### config.mk
export PLATFORM = sky130hd
export DESIGN_NAME = utf8_to_utf16_decoder
export DESIGN_NICKNAME = d
export VERILOG_FILES = /design/src/hdl/u8u16_pkg.sv /design/src/hdl/utf8_to_utf16_decoder.sv /design/src/hdl/u8u16_step.sv /design/src/hdl/u8u16_drain.sv
export VERILOG_INCLUDE_DIRS = /design/src /design/src/hdl
export SDC_FILE = /design/constraint.sdc
export NUM_CORES = 1
export LEC_CHECK = 0
export BUFFER_PORTS_ARGS = -buffer_cell sky130_fd_sc_hd__buf_4
export CAP_MARGIN = 20
export CORE_UTILIZATION = 35
export CTS_CLUSTER_SIZE = 10
export DETAILED_ROUTE_END_ITERATION = 16
export SYNTH_ARGS = -nofsm -noshare
export SYNTH_HDL_FRONTEND = slang
export SYNTH_SLANG_ARGS = --single-unit
### constraint.sdc
create_clock -name i_clk -period 4.05 [get_ports i_clk]
set_clock_uncertainty 0.15 [all_clocks]
set_input_delay 0.81 -clock i_clk [delete_from_list [all_inputs] [get_ports i_clk]]
set_output_delay 0.81 -clock i_clk [all_outputs]
set_load 0.02 [all_outputs]
### src/hdl/assert_macros.svh
// Assertion macros shared by the u8u16 RTL files.
// Clocked on the rising edge, disabled while the active-low reset is asserted.
`ifndef ASSERT_MACROS_SVH
`define ASSERT_MACROS_SVH

// Same-cycle implication.
`define ASSERT_NOW(label, clk, rst_n, ante, cons) \
    label: assert property (@(posedge clk) disable iff (!rst_n) (ante) |-> (cons)) \
        else $error("assertion failed (same cycle)");

// Next-cycle implication.
`define ASSERT_NEXT(label, clk, rst_n, ante, cons) \
    label: assert property (@(posedge clk) disable iff (!rst_n) (ante) |=> (cons)) \
        else $error("assertion failed (next cycle)");

`endif

### src/hdl/u8u16_pkg.sv
// Types, constants and byte helpers for the UTF-8 to UTF-16 decoder.
// No dependencies; used by every module of the block.
package u8u16_pkg;

    localparam logic [15:0] UNIT_REPL    = 16'hFFFD;
    localparam logic [15:0] SURR_HI_BASE = 16'hD800;
    localparam logic [15:0] SURR_LO_BASE = 16'hDC00;
    localparam logic [20:0] SUPP_BASE    = 21'h010000;
    localparam int          MAX_UNITS    = 3;

    typedef logic [20:0] t_cp;

    typedef struct packed {
        logic [7:0] in_byte;
        logic       end_of_stream;
    } t_in_beat;

    typedef struct packed {
        logic [15:0] code_unit;
        logic        run_last;
    } t_out_beat;

    // All units one input byte produces, unit 0 first.
    typedef struct packed {
        logic [1:0]                  count;
        logic [MAX_UNITS-1:0][15:0]  units;
    } t_pkt;

    // Sequence length announced by a lead byte.
    function automatic logic [2:0] lead_width(input logic [7:0] c);
        logic [2:0] w;
        if (!c[7]) begin
            w = 3'd1;
        end else if (c[7:5] == 3'b110) begin
            w = 3'd2;
        end else if (c[7:4] == 4'b1110) begin
            w = 3'd3;
        end else begin
            w = 3'd4;
        end
        return w;
    endfunction

    // Payload bits of a lead byte.
    function automatic logic [6:0] lead_bits(input logic [7:0] c);
        logic [6:0] b;
        case (lead_width(c))
            3'd1:    b = c[6:0];
            3'd2:    b = {2'b00, c[4:0]};
            3'd3:    b = {3'b000, c[3:0]};
            default: b = {4'b0000, c[2:0]};
        endcase
        return b;
    endfunction

    // A lone byte at the end of a stream: ASCII, or a replacement unit.
    function automatic logic [15:0] lone_unit(input logic [7:0] c);
        return c[7] ? UNIT_REPL : {8'h00, c};
    endfunction

endpackage

### src/hdl/utf8_to_utf16_decoder.sv
// UTF-8 to UTF-16 decoder: one input byte per beat, UTF-16 code units out.
// An accepted byte waits in the input register until the drain frees, then its decoded units load
// the packet register, which offers the first. One byte per cycle while each byte yields at most
// one unit and the receiver is ready; extra units (surrogate pair, truncated tail) stall the input.
// Reset (synchronous, i_rst_n low) closes any open sequence and empties both registers;
// buffered sequence bytes are not cleared and are only read after being written.
module utf8_to_utf16_decoder (
    input  logic                  i_clk,
    input  logic                  i_rst_n,
    input  logic                  i_in_valid,
    output logic                  o_in_ready,
    input  u8u16_pkg::t_in_beat   i_in_beat,
    output logic                  o_out_valid,
    input  logic                  i_out_ready,
    output u8u16_pkg::t_out_beat  o_out_beat
);
    import u8u16_pkg::*;

    // Input register: holds one accepted beat until the packet register frees up.
    t_in_beat r_in;
    logic     r_in_valid;

    logic     pkt_free;
    logic     advance;
    t_pkt     pkt;

    // Advance the held beat into decode when the drain can take its packet.
    assign advance    = r_in_valid && pkt_free;
    // Accept a new beat while the input register is empty or draining this cycle.
    assign o_in_ready = !r_in_valid || advance;

    always_ff @(posedge i_clk) begin
        if (!i_rst_n) begin
            r_in_valid <= 1'b0;
        end else if (i_in_valid && o_in_ready) begin
            r_in_valid <= 1'b1;
        end else if (advance) begin
            r_in_valid <= 1'b0;
        end
    end

    always_ff @(posedge i_clk) begin
        if (i_in_valid && o_in_ready) begin
            r_in <= i_in_beat;
        end
    end

    // Decode: sequence state update and the units for this byte.
    u8u16_step u_step (
        .i_clk   (i_clk),
        .i_rst_n (i_rst_n),
        .i_fire  (advance),
        .i_beat  (r_in),
        .o_pkt   (pkt)
    );

    // Drain: hold the packet and hand out one unit per beat.
    u8u16_drain u_drain (
        .i_clk   (i_clk),
        .i_rst_n (i_rst_n),
        .i_load  (advance),
        .i_pkt   (pkt),
        .o_free  (pkt_free),
        .o_valid (o_out_valid),
        .i_ready (i_out_ready),
        .o_beat  (o_out_beat)
    );

endmodule

### src/hdl/u8u16_step.sv
// Sequence state and per-byte decode for the UTF-8 to UTF-16 decoder.
// Depends on u8u16_pkg and assert_macros.svh.
`include "assert_macros.svh"

module u8u16_step (
    input  logic                  i_clk,
    input  logic                  i_rst_n,
    input  logic                  i_fire,
    input  u8u16_pkg::t_in_beat   i_beat,
    output u8u16_pkg::t_pkt       o_pkt
);
    import u8u16_pkg::*;

    logic [7:0] r_pend [3];
    logic [1:0] r_cnt, n_cnt;
    logic [2:0] r_len, n_len;
    logic       pend_we;
    logic [1:0] pend_idx;

    logic [7:0]  b;
    logic        eos;
    logic        seq_open;
    logic        complete;
    logic [6:0]  lb;
    t_cp         cp;
    t_cp         cp_off;
    logic [15:0] cp_hi, cp_lo;
    logic        cp_pair;

    always_comb begin
        b        = i_beat.in_byte;
        eos      = i_beat.end_of_stream;
        seq_open = (r_len != 3'd0);
        complete = seq_open && ((({1'b0, r_cnt} + 3'd1) >= r_len) || (r_cnt == 2'd3));
        lb       = lead_bits(r_pend[0]);

        // Assemble the full code point from the lead, buffered continuations and b.
        case (r_cnt)
            2'd1:    cp = t_cp'({lb, b[5:0]});
            2'd2:    cp = t_cp'({lb, r_pend[1][5:0], b[5:0]});
            2'd3:    cp = {lb[2:0], r_pend[1][5:0], r_pend[2][5:0], b[5:0]};
            default: cp = '0;
        endcase
        cp_pair = (cp > t_cp'(16'hFFFF));
        cp_off  = cp - SUPP_BASE;
        cp_hi   = SURR_HI_BASE + {5'b00000, cp_off[20:10]};
        cp_lo   = SURR_LO_BASE + {6'b000000, cp_off[9:0]};
    end

    always_comb begin
        o_pkt    = '0;
        n_cnt    = r_cnt;
        n_len    = r_len;
        pend_we  = 1'b0;
        pend_idx = r_cnt;
        if (!seq_open) begin
            if (eos) begin
                o_pkt.count    = 2'd1;
                o_pkt.units[0] = lone_unit(b);
            end else if (!b[7]) begin
                o_pkt.count    = 2'd1;
                o_pkt.units[0] = {8'h00, b};
            end else begin
                // Open a sequence: buffer the lead.
                pend_we  = 1'b1;
                pend_idx = 2'd0;
                n_cnt    = 2'd1;
                n_len    = lead_width(b);
            end
        end else if (complete) begin
            if (cp_pair) begin
                o_pkt.count    = 2'd2;
                o_pkt.units[0] = cp_hi;
                o_pkt.units[1] = cp_lo;
            end else begin
                o_pkt.count    = 2'd1;
                o_pkt.units[0] = cp[15:0];
            end
            n_cnt = 2'd0;
            n_len = 3'd0;
        end else if (!eos) begin
            pend_we = 1'b1;
            n_cnt   = r_cnt + 2'd1;
        end else begin
            // Truncated: replace the lead, re-decode the rest as fresh leads.
            o_pkt.units[0] = UNIT_REPL;
            if (r_cnt == 2'd1) begin
                o_pkt.count    = 2'd2;
                o_pkt.units[1] = lone_unit(b);
            end else begin
                case (lead_width(r_pend[1]))
                    3'd1: begin
                        o_pkt.count    = 2'd3;
                        o_pkt.units[1] = {8'h00, r_pend[1]};
                        o_pkt.units[2] = lone_unit(b);
                    end
                    3'd2: begin
                        o_pkt.count    = 2'd2;
                        o_pkt.units[1] = {5'b00000, r_pend[1][4:0], b[5:0]};
                    end
                    default: begin
                        o_pkt.count    = 2'd3;
                        o_pkt.units[1] = UNIT_REPL;
                        o_pkt.units[2] = lone_unit(b);
                    end
                endcase
            end
            n_cnt = 2'd0;
            n_len = 3'd0;
        end
    end

    always_ff @(posedge i_clk) begin
        if (!i_rst_n) begin
            r_cnt <= 2'd0;
            r_len <= 3'd0;
        end else if (i_fire) begin
            r_cnt <= n_cnt;
            r_len <= n_len;
        end
    end

    always_ff @(posedge i_clk) begin
        if (i_fire && pend_we && (pend_idx != 2'd3)) begin
            r_pend[pend_idx] <= b;
        end
    end

    `ASSERT_NOW(a_open_has_lead, i_clk, i_rst_n, r_len != 3'd0, (r_cnt != 2'd0) && ({1'b0, r_cnt} < r_len))
    `ASSERT_NOW(a_closed_empty, i_clk, i_rst_n, r_len == 3'd0, r_cnt == 2'd0)

endmodule

### src/hdl/u8u16_drain.sv
// Result packet register and output drain, one unit per cycle while the receiver is ready.
// Depends on u8u16_pkg and assert_macros.svh.
`include "assert_macros.svh"

module u8u16_drain (
    input  logic                  i_clk,
    input  logic                  i_rst_n,
    input  logic                  i_load,
    input  u8u16_pkg::t_pkt       i_pkt,
    output logic                  o_free,
    output logic                  o_valid,
    input  logic                  i_ready,
    output u8u16_pkg::t_out_beat  o_beat
);
    import u8u16_pkg::*;

    t_pkt       r_pkt;
    logic       r_valid;
    logic [1:0] r_idx;
    logic       last;
    logic       take;

    assign last    = ((r_idx + 2'd1) == r_pkt.count);
    assign take    = r_valid && i_ready;
    assign o_free  = !r_valid || (take && last);
    assign o_valid = r_valid;
    assign o_beat.code_unit = r_pkt.units[r_idx];
    assign o_beat.run_last  = last;

    always_ff @(posedge i_clk) begin
        if (!i_rst_n) begin
            r_valid <= 1'b0;
            r_idx   <= 2'd0;
        end else if (o_free) begin
            // Take a new packet as valid only if it carries units.
            r_valid <= i_load && (i_pkt.count != 2'd0);
            r_idx   <= 2'd0;
        end else if (take) begin
            r_idx <= r_idx + 2'd1;
        end
    end

    always_ff @(posedge i_clk) begin
        if (o_free && i_load) begin
            r_pkt <= i_pkt;
        end
    end

    `ASSERT_NOW(a_idx_in_pkt, i_clk, i_rst_n, r_valid, r_idx < r_pkt.count)
    `ASSERT_NEXT(a_idx_advance, i_clk, i_rst_n, take && !last, r_valid && (r_idx == $past(r_idx) + 2'd1))

endmodule

# Yosys cells after proc, flatten, opt, wreduce, memory -nomap -nowiden
# Memory sizes are Yosys's and may differ from the RTL's.
# Index checks and enable logic that the tools add are counted.
# op_classes
n_shift	0
multipliers	0
div	0
n_mux	57
n_addsub	6
eq_ne	18
reduce_logical	22
bitwise	3
order_cmp	3
# op_table
cell	count
$mux W16	9
$pmux W21 S3	1
$mux W3	17
$mux W50	1
$bmux W16 S2	1
$mux W32	1
$pmux W16 S2	1
$mux W2	13
$gt A21 B16 Y1 const B	1
$pmux W7 S3	1
$sub A21 B17 Y21 const B	1
$add A15 B11 Y16 const A	1
$add A15 B12 Y16 const A	1
$eq A4 B4 Y1 const B	3
$mux W1	11
$eq A3 B2 Y1 const B	3
$eq A3 B3 Y1 const B	3
$logic_and A1 B1 Y1	9
$mux W7	1
$eq A3 B1 Y1 const B	2
$reduce_bool A2 Y1	3
$reduce_or A5 Y1	1
$add A2 B1 Y2 const B	2
$eq A2 B2 Y1 const B	2
15 further kinds	20
# word_totals
register_bits	68
mem_bits_rw	24
latch_bits	0
n_memories	1
mem_bits_ro	0
out_inout_bits	19
# memory_table
name	depth	width	rd	rd_ports_with_merged_regs	wr	line_no	source
u_step.r_pend	3	8	3	0	1	u8u16_step.sv:14	logic [7:0] r_pend [3];

# Logic depth before layout (Yosys ltp)
# Gate-level depths: netlist (run 1).
# An unclocked memory read counts as a cell.
# depth
depth_word	17
depth_mapped	13
depth_no_buf	11

# Cells and area by module
# From an unflattened synthesis (run 1), not the netlist that was laid out.
# hier_totals
hier_cells	427
area_unflattened_um2	4772.1
# modules_own_cells
module	n_inst	seq_area_each_um2	area_each_um2	cells_each
u8u16_step	1	760.7	2353.5	280
u8u16_drain	1	1561.5	2083.2	132
utf8_to_utf16_decoder	1	290.3	335.3	15

# Least setup slack after synthesis (run 1)
# OpenSTA, ideal clock, no wires.
# synth_path
path_type	input port to flip-flop
from	in i_out_ready
to	mem u_step.r_pend[1][0], enable pin
path_slack_ns	0.726
arrival_ns	2.791
path_stages	5
setup_time_ns	0.383
cell_sequence	a21boi_0 nand2b_1 inv_1 nand3_1 nor3_1
# synth_via
elab_chain_len	8
# synth_rtl
element	line_no	source
from (decl)	utf8_to_utf16_decoder.sv:14	input logic i_out_ready,
$logic_and A1 B1 Y1	u8u16_drain.sv:24	assign take = r_valid && i_ready;
$logic_and A1 B1 Y1	u8u16_drain.sv:25	assign o_free = !r_valid || (take && last);
$logic_or A1 B1 Y1	u8u16_drain.sv:25	
$logic_and A1 B1 Y1	utf8_to_utf16_decoder.sv:28	assign advance = r_in_valid && pkt_free;
$logic_and A1 B1 Y1 (2 in series)	u8u16_step.sv:124	if (i_fire && pend_we && (pend_idx != 2'd3)) begin
$mux W1	u8u16_step.sv:124	
$mux W1 (implied by the code)	u8u16_step.sv:125	r_pend[pend_idx] <= b;
to (decl)	u8u16_step.sv:14	
# No other way between the ends.

# Final worst setup path (run 1)
# layout_path
from	reg u_step.r_cnt[0]
to	reg u_drain.r_pkt[25] (netlist name), data pin
# layout_via
elab_chain_len	6
# layout_rtl
element	line_no	source
from (decl)	u8u16_step.sv:15	logic [1:0] r_cnt, n_cnt;
from (signal assigned)	u8u16_step.sv:118	r_cnt <= n_cnt;
$eq A2 B2 Y1 (tied with other cells)	u8u16_step.sv:34, u8u16_step.sv:38	
$pmux W21 S3	u8u16_step.sv:38	case (r_cnt)
$sub A21 B17 Y21	u8u16_step.sv:45	cp_off = cp - SUPP_BASE;
$add A15 B11 Y16	u8u16_step.sv:47	cp_lo = SURR_LO_BASE + {6'b000000, cp_off[9:0]};
$mux W16	u8u16_step.sv:71	if (cp_pair) begin
$mux W32 (*)	u8u16_step.sv:70	end else if (complete) begin
to (signal assigned)	u8u16_drain.sv:45	r_pkt <= i_pkt;
to (decl)	u8u16_drain.sv:17	t_pkt r_pkt;
# Mark *: on every way between the ends. The rest lies on a longest branch, timed or not.
# A chain may end at the register's enable or synchronous reset.

==> results of run 1 <==
[path summary, 6_finish.rpt]
check / slack (ns) / cells past startpoint / end
worst max-delay path: 0.42 / 8 / u_drain.r_pkt[25]
worst min-delay path: 0.35 / 2 / u_step.r_len[2]
worst max register to register: 0.42 / 8 / u_drain.r_pkt[25]
worst min register to register: 0.35 / 2 / u_step.r_len[2]
[registers in the layout, summed over array words and instances, names as in the netlist]
register and count:
u_drain.r_pkt 39, u_step.r_pend 22, r_in 9, u_step.r_len 3, u_drain.r_idx 2, u_step.r_cnt 2
r_in_valid 1, u_drain.o_valid 1
[cells by family (layout without fill, tap and decap cells)]
kind of cell | count (synthesis) | count (layout) | synth area share
muxes | 14 | 14 | 0.0341
xor gates and xnor gates | 4 | 4 | 0.00810
buffers and inverters | 39 | 75 | 0.0382
and+or+nand+nor | 158 | 158 | 0.177
AOI/OAI and AO/OA | 129 | 129 | 0.192
adders and majority gates | 8 | 8 | 0.0231
DFF | 79 | 79 | 0.528
[cell type report]
type                            count  area, sq um  area share
Clock buffer                       11          233      0.0461
Timing Repair Buffer               46          345      0.0684
Inverter                           13         48.8     0.00966
Clock inverter                      5         81.3      0.0161
Tap cell                          147          184      0.0364
Sequential cell                    79         2280       0.452
Multi-Input combinational cell    313         1880       0.372
[cell usage in the layout (no fill, tap or decap), drive strengths merged, types with 7 or more instances in the layout]
master / synthesis / layout
nand3b: 7 / 7
nand2: 45 / 45
a21oi: 28 / 28
mux2i: 11 / 11
buf: 7 / 46
edfxtp: 70 / 70
nand2b: 7 / 7
nand3: 8 / 8
dfxtp: 9 / 9
nor3: 16 / 16
nor2: 47 / 47
inv: 12 / 13
o21ai: 39 / 39
ha: 8 / 8
clkbuf: 19 / 11
o22ai: 11 / 11
[through the flow]
step                      worst slack (ns)  area [sq um]  hold WS [ns]
after floorplan                      0.726          4320         0.302
after CTS                            0.456          5050         0.347
after detailed placement             0.460          4740         0.338
after global placement               0.516          4740         0.326
final                                0.423          5050         0.352
after global routing                 0.118          5050         0.382
[per-layer routing]
layer	wire [um]	track usage
met5	0	0
met4	327	0.0912
met3	641	0.0327
met2	5370	0.297
met1	5320	0.259
[power by group through the flow]
stage                     logic, uW  clock network (uW)  registers [uW]
after global routing            195                 898             959
after floorplan                 113                   0             958
after global placement          178                   0             971
after CTS                       178                 864             955
final                           178                 847             955
after detailed placement        177                   0             972
[critical path, cell delays in order, from the launching register on]
cell and delay (ns):
sky130_fd_sc_hd__dfxtp_1 0.47, sky130_fd_sc_hd__ha_1 0.60, sky130_fd_sc_hd__a22oi_1 0.18, sky130_fd_sc_hd__or2_1 0.29, sky130_fd_sc_hd__or3_4 0.39, sky130_fd_sc_hd__nor4_4 0.36, sky130_fd_sc_hd__o21bai_2 0.27, sky130_fd_sc_hd__nand2b_1 0.37
sky130_fd_sc_hd__o32ai_1 0.34
==> results.md, run 1 <==
- Outcome: finished clean
- Total chip power: 1980 uW
- Average wire length per cell after detail routing: 19.0 um
- Fraction of layout cells with a size suffix above 1: 0.156
- Peak VDD IR: 0.000301 V
- Leakage power of the design: 0.00177 uW
- Number of placement rows: 40
- Final Max Tran Viols: 0
- Class of the most critical hold timing path: reg -> reg
- Crit share post-route: 0.896
- Count of hold buffers inserted by post-cts repair: 0
- Top cell type's share of synthesized area: 0.486
- Antenna Violating Nets Remaining: 0
- Wire length of the first global-routing pass: 18500 um
- Min cycle time layout: 3.63 ns
- Number of detailed-route iterations in the first pass: 6
- Die height: 113 um
- Worst R2R Start: u_step.r_cnt[0]
- Global route total overflow: 0
- Areal power density over the cells: 392 nW/um^2
- Clock buffer count from CTS: 9
- Ys async rst share: 0
- # DRC: 0
- Cell internal power dissipation: 1530 uW
- Post-synthesis to final-layout area growth: 16.8%
- Seq pwr share: 0.482
- Synthesis-stage register bit count: 79
- Final Hold Fails: 0
- Crit Path Class: reg -> reg
- Starting DRT DRC Count: 267
- Unrepaired setup endpoints after global routing: no
- Count of non-filler cells in the finished layout: 614
- Util after Layout: 0.421
- Net switching component of the power: 447 uW
- Largest fanout on the critical path: 18
- Maximum root-to-sink buffer count: 2
- Number of synthesized flops with an enable pin: 70
- Critical Path End Type: flop
- Final count of negative-setup-slack endpoints: 0
- HPWL after detailed placement: 8630 um
- Vias: 3479
- Pin slew with the least headroom to its limit: 0.877 ns
- Rel. slew slack: 0.415
- Maximum number of pins on one net before global-route repair: 37
- Worst path arrival time: 3.61 ns
- Core area: 12000 sq um
- Sequential element share of the synthesized area: 0.528
- Vias in the first global route: 3310
- Root cell of the clock tree: sky130_fd_sc_hd__clkbuf_16
- Yosys warning total: 0
- I/O pin cnt: 32
- Leading cell type by number of instances after synthesis: sky130_fd_sc_hd__edfxtp_1
- Full die area: 12800 sq um
- Proportion of power drawn by combinational gates: 0.090
- Cells after synthesis: 431
- Initial antenna violation count: 0
- Average vias per placed instance: 5.67
- Worst-skew pair later-pin latency: 0.33 ns
- Starting Density: 0.360
- Relative contribution of the clock network to total power: 0.428
- Post-CTS resize count: 0
- Min-delay src: u_step.r_len[2]
- ANT cells: 0
- Nets@finish: 483
- Placer Congestion: 0.943
- Chip Width: 113 um
- Ranking of synthesized cells by area: sky130_fd_sc_hd__edfxtp_1, sky130_fd_sc_hd__o21ai_0, sky130_fd_sc_hd__dfxtp_1
- Ys flop type: sky130_fd_sc_hd__edfxtp_1
- Proportion of total power due to net switching: 0.226
- Synthesized cell area: 4320 sq um
- Unique masters post-synth: 60
- Startpoint types: flop
- Post-route setup TNS: 0 ns
- IO Port Bufs: 31
- Number of max-capacitance violations reported: 0
- Highest clock frequency the design can meet: 276 MHz
- Total global routing track utilization: 0.191
- Number of setup buffers added after CTS: 0
- Number of nets produced by synthesis: 452
- Leading cell types by count after synthesis: sky130_fd_sc_hd__edfxtp_1, sky130_fd_sc_hd__nor2_1, sky130_fd_sc_hd__nand2_1
- Synthesized area per cell: 10.0 sq um
- CP required: 4.03 ns
- Deepest level of the CTS H-tree: 3
- Largest area contributor in the netlist: sky130_fd_sc_hd__edfxtp_1
- Clock transition at the register clock pins on the worst setup and hold paths after CTS: 0.06 ns
- Source of the critical timing path: u_step.r_cnt[0]
- Wire length after detailed routing: 11700 um
- Cell total after placement: 598
- Clock tree from TritonCTS: yes
- Sinks on the clock net: 79
- Layout fillers: 1162
(Power assumes the default switching activity.)
==> run 2, diff against run 1 <==
MAX_ROUTING_LAYER = met4   (was default)
PLACE_DENSITY = 0.54   (was default)
==> run 2 against run 1 <==
Die area unchanged. Final area is 0.62% higher. Largest power group unchanged. Largest cell class unchanged. Critical path type unchanged. Utilization rose by 0.26 points. Flip-flop and latch count stayed put.
==> results.md, run 2 (synthesis results as in run 1) <==
- # DRC: 0 (unchanged)
- Average vias per placed instance: 5.64 (-0.55%)
- Buf+Inv Stages, Crit Path: 1 (+1)
- HPWL after detailed placement: 8920 um (+3.3%)
- Full die area: 12800 sq um (unchanged)
- Global route total overflow: 0 (unchanged)
- Clock buffer count from CTS: 9 (unchanged)
- Number of flip-flops under the largest register name: 39 (unchanged)
- Unrepaired setup endpoints after global routing: no
- Rel. slew slack: 0.438 (+0.0227)
- Count of hold buffers inserted by post-cts repair: 0 (unchanged)
- CP peak stage delay: 0.50 ns (-0.10 ns)
- Starting DRT DRC Count: 449 (+68%)
- Leakage power of the design: 0.00178 uW (+0.75%)
- Largest fanout on the critical path: 15 (-3)
- ANT cells: 0 (unchanged)
- Peak VDD IR: 0.000327 V (+8.7%)
- Outcome: finished clean
- Wire length after detailed routing: 12100 um (+3.6%)
- Final count of negative-setup-slack endpoints: 0 (unchanged)
- Crit share post-route: 0.910 (+0.0144)
- Worst path arrival time: 3.65 ns (+0.04 ns)
- Vias: 3460 (-0.55%)
- Most frequent cells in the layout: sky130_fd_sc_hd__edfxtp_1, sky130_fd_sc_hd__nor2_1, sky130_fd_sc_hd__buf_4, sky130_fd_sc_hd__nand2_1, sky130_fd_sc_hd__o21ai_0
- Root cell of the clock tree: sky130_fd_sc_hd__clkbuf_16
- Final Max Tran Viols: 0 (unchanged)
- IO Port Bufs: 31 (unchanged)
- Layout fillers: 1161 (-0.086%)
- Startpoint types: flop
- Core area: 12000 sq um (unchanged)
- Crit Path Class: reg -> reg
- Deepest level of the CTS H-tree: 3 (unchanged)
- Chip Width: 113 um (unchanged)
- Series of cell instances along the critical path: inv_1 -> ha_1 -> a22oi_1 -> or2_1 -> or3_4 -> nor4_4 -> o21bai_2 -> nand2b_1 -> a211oi_1
- Die height: 113 um (unchanged)
- Final Hold Fails: 0 (unchanged)
- Vias in the first global route: 3263 (-1.4%)
- Fraction of layout cells with a size suffix above 1: 0.163 (+0.00642)
- Areal power density over the cells: 402 nW/um^2 (+2.5%)
- Min cycle time layout: 3.69 ns (+0.0583 ns)
- Number of detailed-route iterations in the first pass: 7 (+1)
- Nets@finish: 483 (unchanged)
- I/O pin cnt: 32 (unchanged)
- Critical Path End Type: flop
- Initial antenna violation count: 0 (unchanged)
- Maximum number of pins on one net before global-route repair: 40 (+8.1%)
- Pin slew with the least headroom to its limit: 0.843 ns (-0.0341 ns)
- Antenna Violating Nets Remaining: 0 (unchanged)
- Largest register by flop count: u_drain.r_pkt
- Post-synthesis to final-layout area growth: 17.5%
- Critical path's top delay family: simple AND/OR/NAND/NOR gates
- Number of placement rows: 40 (unchanged)
- Most common library cell in the layout ignoring fill and taps: sky130_fd_sc_hd__edfxtp_1
- CP required: 4.02 ns (about the same)
- Highest clock frequency the design can meet: 271 MHz (-1.6%)
- Sinks on the clock net: 79 (unchanged)
- Setup slack after placement: 0.366 ns (-0.0941 ns)
- Maximum root-to-sink buffer count: 2 (unchanged)
- Post-route setup TNS: 0 ns (unchanged)
- Placer Congestion: 0.892 (-5.3%)
- Largest registers ranked by flip-flop count: u_drain.r_pkt (39), u_step.r_pend (22), r_in (9)
- Slowest library cell on the worst path: sky130_fd_sc_hd__ha_1
- Clock tree from TritonCTS: yes
- Average wire length per cell after detail routing: 19.7 um (+3.6%)
- Worst Setup Slack, final: 0.365 ns (-0.0583 ns)
- Number of max-capacitance violations reported: 0 (unchanged)
- Worst-skew pair later-pin latency: 0.33 ns (about the same)
- Class of the most critical hold timing path: reg -> reg
- Clock transition at the register clock pins on the worst setup and hold paths after CTS: 0.06 ns (about the same)
- Starting Density: 0.360 (unchanged)
- Total global routing track utilization: 0.207 (+0.0155)
- Wire length of the first global-routing pass: 19100 um (+3.6%)
run 2: cell type report:
class	count	area [sq um]	share of cell area
multi-input combinational	313	1880	0.371
timing repair buffer	46	345	0.0679
inverter	13	48.8	0.00960
clock buffer	10	229	0.0451
sequential	79	2280	0.449
tap	147	184	0.0362
clock inverter	6	109	0.0214
run 2: per-stage QoR:
| step | area, sq um | hold slack [ns] | utilization | std cells | power [uW] |
|---|---|---|---|---|---|
| 6_report | 5080 | 0.342 | 0.423 | 614 | 2040 |
| 5_1_grt | 5080 | 0.386 | 0.423 | 614 | 2120 |
| 4_1_cts | 5080 | 0.340 | 0.423 | 614 | 2060 |
| 3_5_place_dp | 4740 | 0.332 | 0.395 | 598 | 1150 |
| 3_3_place_gp | 4740 | 0.328 | 0.395 | 598 | 1150 |
| 2_1_floorplan | 4320 | 0.302 | - | 431 | 1070 |
run 2: where the power goes:
group	switching (uW)	internal [uW]	leakage (uW)	total, uW
Combinational	112	65.6	0.000888	178
Sequential	29.5	927	0.000726	957
Clock	308	601	0.000166	909
run 2: tightest hold or removal path: stages (launching register included):
cell and delay, ns:
sky130_fd_sc_hd__dfxtp_1 0.33, sky130_fd_sc_hd__nand2_1 0.06, sky130_fd_sc_hd__a21oi_1 0.05
run 2: final timing paths:
kind                   start           endpoint  slack, ns  cells past startpoint
min          u_step.r_len[2]    u_step.r_len[2]       0.34                      2
max reg2reg  u_step.r_cnt[0]  u_drain.r_pkt[17]       0.36                      9
min reg2reg  u_step.r_len[2]    u_step.r_len[2]       0.34                      2
max          u_step.r_cnt[0]  u_drain.r_pkt[17]       0.36                      9
run 2: what timing repair did:
action / in CTS / in global routing
buffers inserted: 0 / 0
endpoints found under the setup margin: 0 / 1
gates resized for setup: 0 / 1
run 2: routing by layer:
metal  up-vias  share of wire  track usage
met3        19          0.061       0.0482
met2       131           0.44        0.297
met5         -              0            -
li1       1682              -            -
met4         0          0.025       0.0789
met1      1628           0.47        0.282
==> run 3, diff against run 2 <==
RECOVER_POWER = 25   (was default)
SYNTH_HIERARCHICAL = 1   (was default)
==> run 3 against run 2 <==
Utilization fell by 2.0 points. Highest routed layer unchanged. Flip-flop and latch count rose by 11. Power rose by 2.2%. Synthesized cell count fell by 0.93%. Critical path depth fell by 4. Maximum frequency rose by 1.1%. Final cell count rose by 2.4%.
==> results.md, run 3 <==
- Nets@finish: 469 (-2.9%)
- Unique masters post-synth: 71 (+18%)
- Top cell type's share of synthesized area: 0.510 (+0.0236)
- Wire length after detailed routing: 11100 um (-8.2%)
- Largest fanout on the critical path: 19 (+4)
- Largest registers ranked by flip-flop count: u_drain/r_pkt (50), u_step/r_pend (22), r_in (9)
- Global route total overflow: 0 (unchanged)
- Maximum number of pins on one net before global-route repair: 30 (-25%)
- Post-synthesis to final-layout area growth: 12.3%
- Chip Width: 119 um (+5.0%)
- Storage cell area: 2610 sq um (+14%)
- Unrepaired setup endpoints after global routing: no
- Area taken by multi-input logic gates: 1870 sq um (-0.93%)
- ANT cells: 0 (unchanged)
- Peak VDD IR: 0.000505 V (+54%)
- Buf+Inv Stages, Crit Path: 2 (+1)
- Leading cell types by count after synthesis: sky130_fd_sc_hd__edfxtp_1, sky130_fd_sc_hd__nand2_1, sky130_fd_sc_hd__o21ai_0
- Seq pwr share: 0.523 (+0.055)
- Number of detailed-route iterations in the first pass: 5 (-2)
- Startpoint types: flop
- Number of max-capacitance violations reported: 0 (unchanged)
- Crit share post-route: 0.900 (-0.0102)
- Relative contribution of the clock network to total power: 0.393 (-0.052)
- # DRC: 0 (unchanged)
- IO Port Bufs: 31 (unchanged)
- Average wire length per cell after detail routing: 17.6 um (-10%)
- Proportion of power drawn by combinational gates: 0.085 (-0.002)
- Critical Path End Type: output port
- Number of synthesized flops with an enable pin: 81 (+16%)
- Proportion of total power due to net switching: 0.229 (+0.00904)
- Layout fillers: 1287 (+11%)
- Total chip power: 2090 uW (+2.2%)
- Number of placement rows: 42 (+5.0%)
- Clock tree from TritonCTS: yes
- Clock buffer count from CTS: 9 (unchanged)
- Vias: 3362 (-2.8%)
- Full die area: 14100 sq um (+10%)
- Total global routing track utilization: 0.173 (-0.0336)
- Largest area contributor in the netlist: sky130_fd_sc_hd__edfxtp_1
- Antenna Violating Nets Remaining: 0 (unchanged)
- Cell internal power dissipation: 1610 uW (+1.0%)
- Ys flop type: sky130_fd_sc_hd__edfxtp_1
- Net switching component of the power: 478 uW (+6.4%)
- Synthesized cell area: 4770 sq um (+10%)
- Count of non-filler cells in the finished layout: 629 (+2.4%)
- CP required: 3.09 ns (-0.93 ns)
- Sequential element share of the synthesized area: 0.547 (+0.0197)
- Worst-skew pair later-pin latency: 0.34 ns (about the same)
- Post-route setup TNS: 0 ns (unchanged)
- Leakage power of the design: 0.00181 uW (+1.5%)
- Final count of negative-setup-slack endpoints: 0 (unchanged)
- Final Hold Fails: 0 (unchanged)
- Setup slack after placement: 0.448 ns (+0.0822 ns)
- Class of the most critical hold timing path: reg -> reg
- Starting DRT DRC Count: 302 (-33%)
- Crit Path Class: reg -> out
- Starting Density: 0.359 (-0.00107)
- Root cell of the clock tree: sky130_fd_sc_hd__clkbuf_16
- Synthesized area per cell: 11.2 sq um (+11%)
- Clock transition at the register clock pins on the worst setup and hold paths after CTS: 0.06 ns (about the same)
- Sinks on the clock net: 90 (+14%)
- Cells after synthesis: 427 (-0.93%)
- Worst Setup Slack, final: 0.406 ns (+0.0412 ns)
- Count of hold buffers inserted by post-cts repair: 0 (unchanged)
- Ranking of synthesized cells by area: sky130_fd_sc_hd__edfxtp_1, sky130_fd_sc_hd__mux2i_1, sky130_fd_sc_hd__dfxtp_1
- Synthesis-stage register bit count: 90 (+14%)
- Number of setup buffers added after CTS: 0 (unchanged)
- Final Max Tran Viols: 0 (unchanged)
- Leading cell type by number of instances after synthesis: sky130_fd_sc_hd__edfxtp_1
- I/O pin cnt: 32 (unchanged)
- Worst path arrival time: 2.68 ns (-0.97 ns)
- HPWL after detailed placement: 8240 um (-7.6%)
- Average vias per placed instance: 5.34 (-5.1%)
- Die height: 119 um (+5.0%)
- Critical path's top delay family: buffers and inverters
- Rel. slew slack: 0.0798 (-0.358)
- Areal power density over the cells: 390 nW/um^2 (-3.1%)
- Number of nets produced by synthesis: 448 (-0.88%)
- Maximum root-to-sink buffer count: 2 (unchanged)
- Placer Congestion: 0.881 (-1.3%)
- Yosys warning total: 6 (+6)
- Util after Layout: 0.403 (-0.0201)
- Ys async rst share: 0 (unchanged)
- Wire length of the first global-routing pass: 18100 um (-5.6%)
- Most frequent cells in the layout: sky130_fd_sc_hd__edfxtp_1, sky130_fd_sc_hd__nand2_1, sky130_fd_sc_hd__o21ai_0, sky130_fd_sc_hd__nor2_1, sky130_fd_sc_hd__buf_4
- Pin slew with the least headroom to its limit: 1.38 ns (+0.538 ns)
- Initial antenna violation count: 0 (unchanged)
- Deepest level of the CTS H-tree: 3 (unchanged)
- Core area: 13300 sq um (+11%)
- Post-CTS resize count: 0 (unchanged)
- Vias in the first global route: 3354 (+2.8%)
- Min cycle time layout: 3.64 ns (-0.0412 ns)
- Series of cell instances along the critical path: clkbuf_1 -> nor2b_2 -> nand2_1 -> o21ai_0 -> buf_4
- CP peak stage delay: 1.02 ns (+0.52 ns)
- Largest register by flop count: u_drain/r_pkt
- Outcome: finished clean
- Slowest library cell on the worst path: sky130_fd_sc_hd__clkbuf_1
- Fraction of layout cells with a size suffix above 1: 0.152 (-0.0104)
- Highest clock frequency the design can meet: 274 MHz (+1.1%)
- Most common library cell in the layout ignoring fill and taps: sky130_fd_sc_hd__edfxtp_1
- Cell total after placement: 613 (+2.5%)
- Number of flip-flops under the largest register name: 50 (+28%)
-- run 3: cell types whose count changed after synthesis, moves of 9 or more --
cell,before,now
sky130_fd_sc_hd__clkbuf_1,19,9
sky130_fd_sc_hd__buf_4,4,14
sky130_fd_sc_hd__mux2i_1,11,20
sky130_fd_sc_hd__nor2_1,47,34
sky130_fd_sc_hd__edfxtp_1,70,81
sky130_fd_sc_hd__a21oi_1,28,11
-- run 3: routing by layer --
metal  up-vias  track usage  share of wire
met1      1603        0.222           0.47
met5         -            -              0
met3        22       0.0376          0.048
met4         0       0.0767          0.028
met2       103        0.262           0.45
li1       1634            -              -
-- run 3: kinds of logic (layout without fill, tap and decap cells) --
family / after synthesis / count (layout) / synth area share
AO/OA/AOI/OAI: 118 / 118 / 0.172
XOR/XNOR: 3 / 3 / 0.00708
AND/OR/NAND/NOR: 137 / 137 / 0.141
multiplexers: 25 / 25 / 0.0569
flip-flops: 90 / 90 / 0.547
buffers and inverters: 46 / 72 / 0.0548
adder cells (fa/ha/maj): 8 / 8 / 0.0210
-- run 3: worst min-delay path: stages, from the launching register on --
cell                      delay [ns]
sky130_fd_sc_hd__dfxtp_1        0.34
sky130_fd_sc_hd__nand2_1        0.06
sky130_fd_sc_hd__a21oi_1        0.05
-- run 3: power groups by stage --
stage               clock network, uW  logic [uW]  registers, uW
floorplan                           0         119           1100
global placement                    0         182           1110
detailed placement                  0         184           1110
CTS                               841         185           1090
global route                      876         195           1100
finish                            820         177           1090
-- run 3: area by class of cell --
class,instances,area share
Sequential cell,90,0.488
Multi-Input combinational cell,291,0.348
Timing Repair Buffer,43,0.0588
Clock buffer,10,0.0427
Tap cell,176,0.0411
Clock inverter,6,0.0124
Inverter,13,0.00911
-- run 3: final timing paths --
| path | from | to | slack (ns) | depth (start not counted) |
|---|---|---|---|---|
| min reg2reg | u_drain/r_idx[0] | u_drain/r_idx[0] | 0.35 | 2 |
| max | u_drain/r_idx[0] | o_out_beat[2] | 0.41 | 5 |
| max reg2reg | u_step/r_cnt[0] | u_drain/r_pkt[26] | 0.44 | 9 |
| min | u_drain/r_idx[0] | u_drain/r_idx[0] | 0.35 | 2 |
-- run 3: per-stage QoR --
step	cell area (sq um)	hold slack, ns
final	5360	0.350
after global routing	5360	0.399
after CTS	5410	0.355
after detailed placement	5110	0.345
after global placement	5110	0.334
after floorplan	4770	0.340
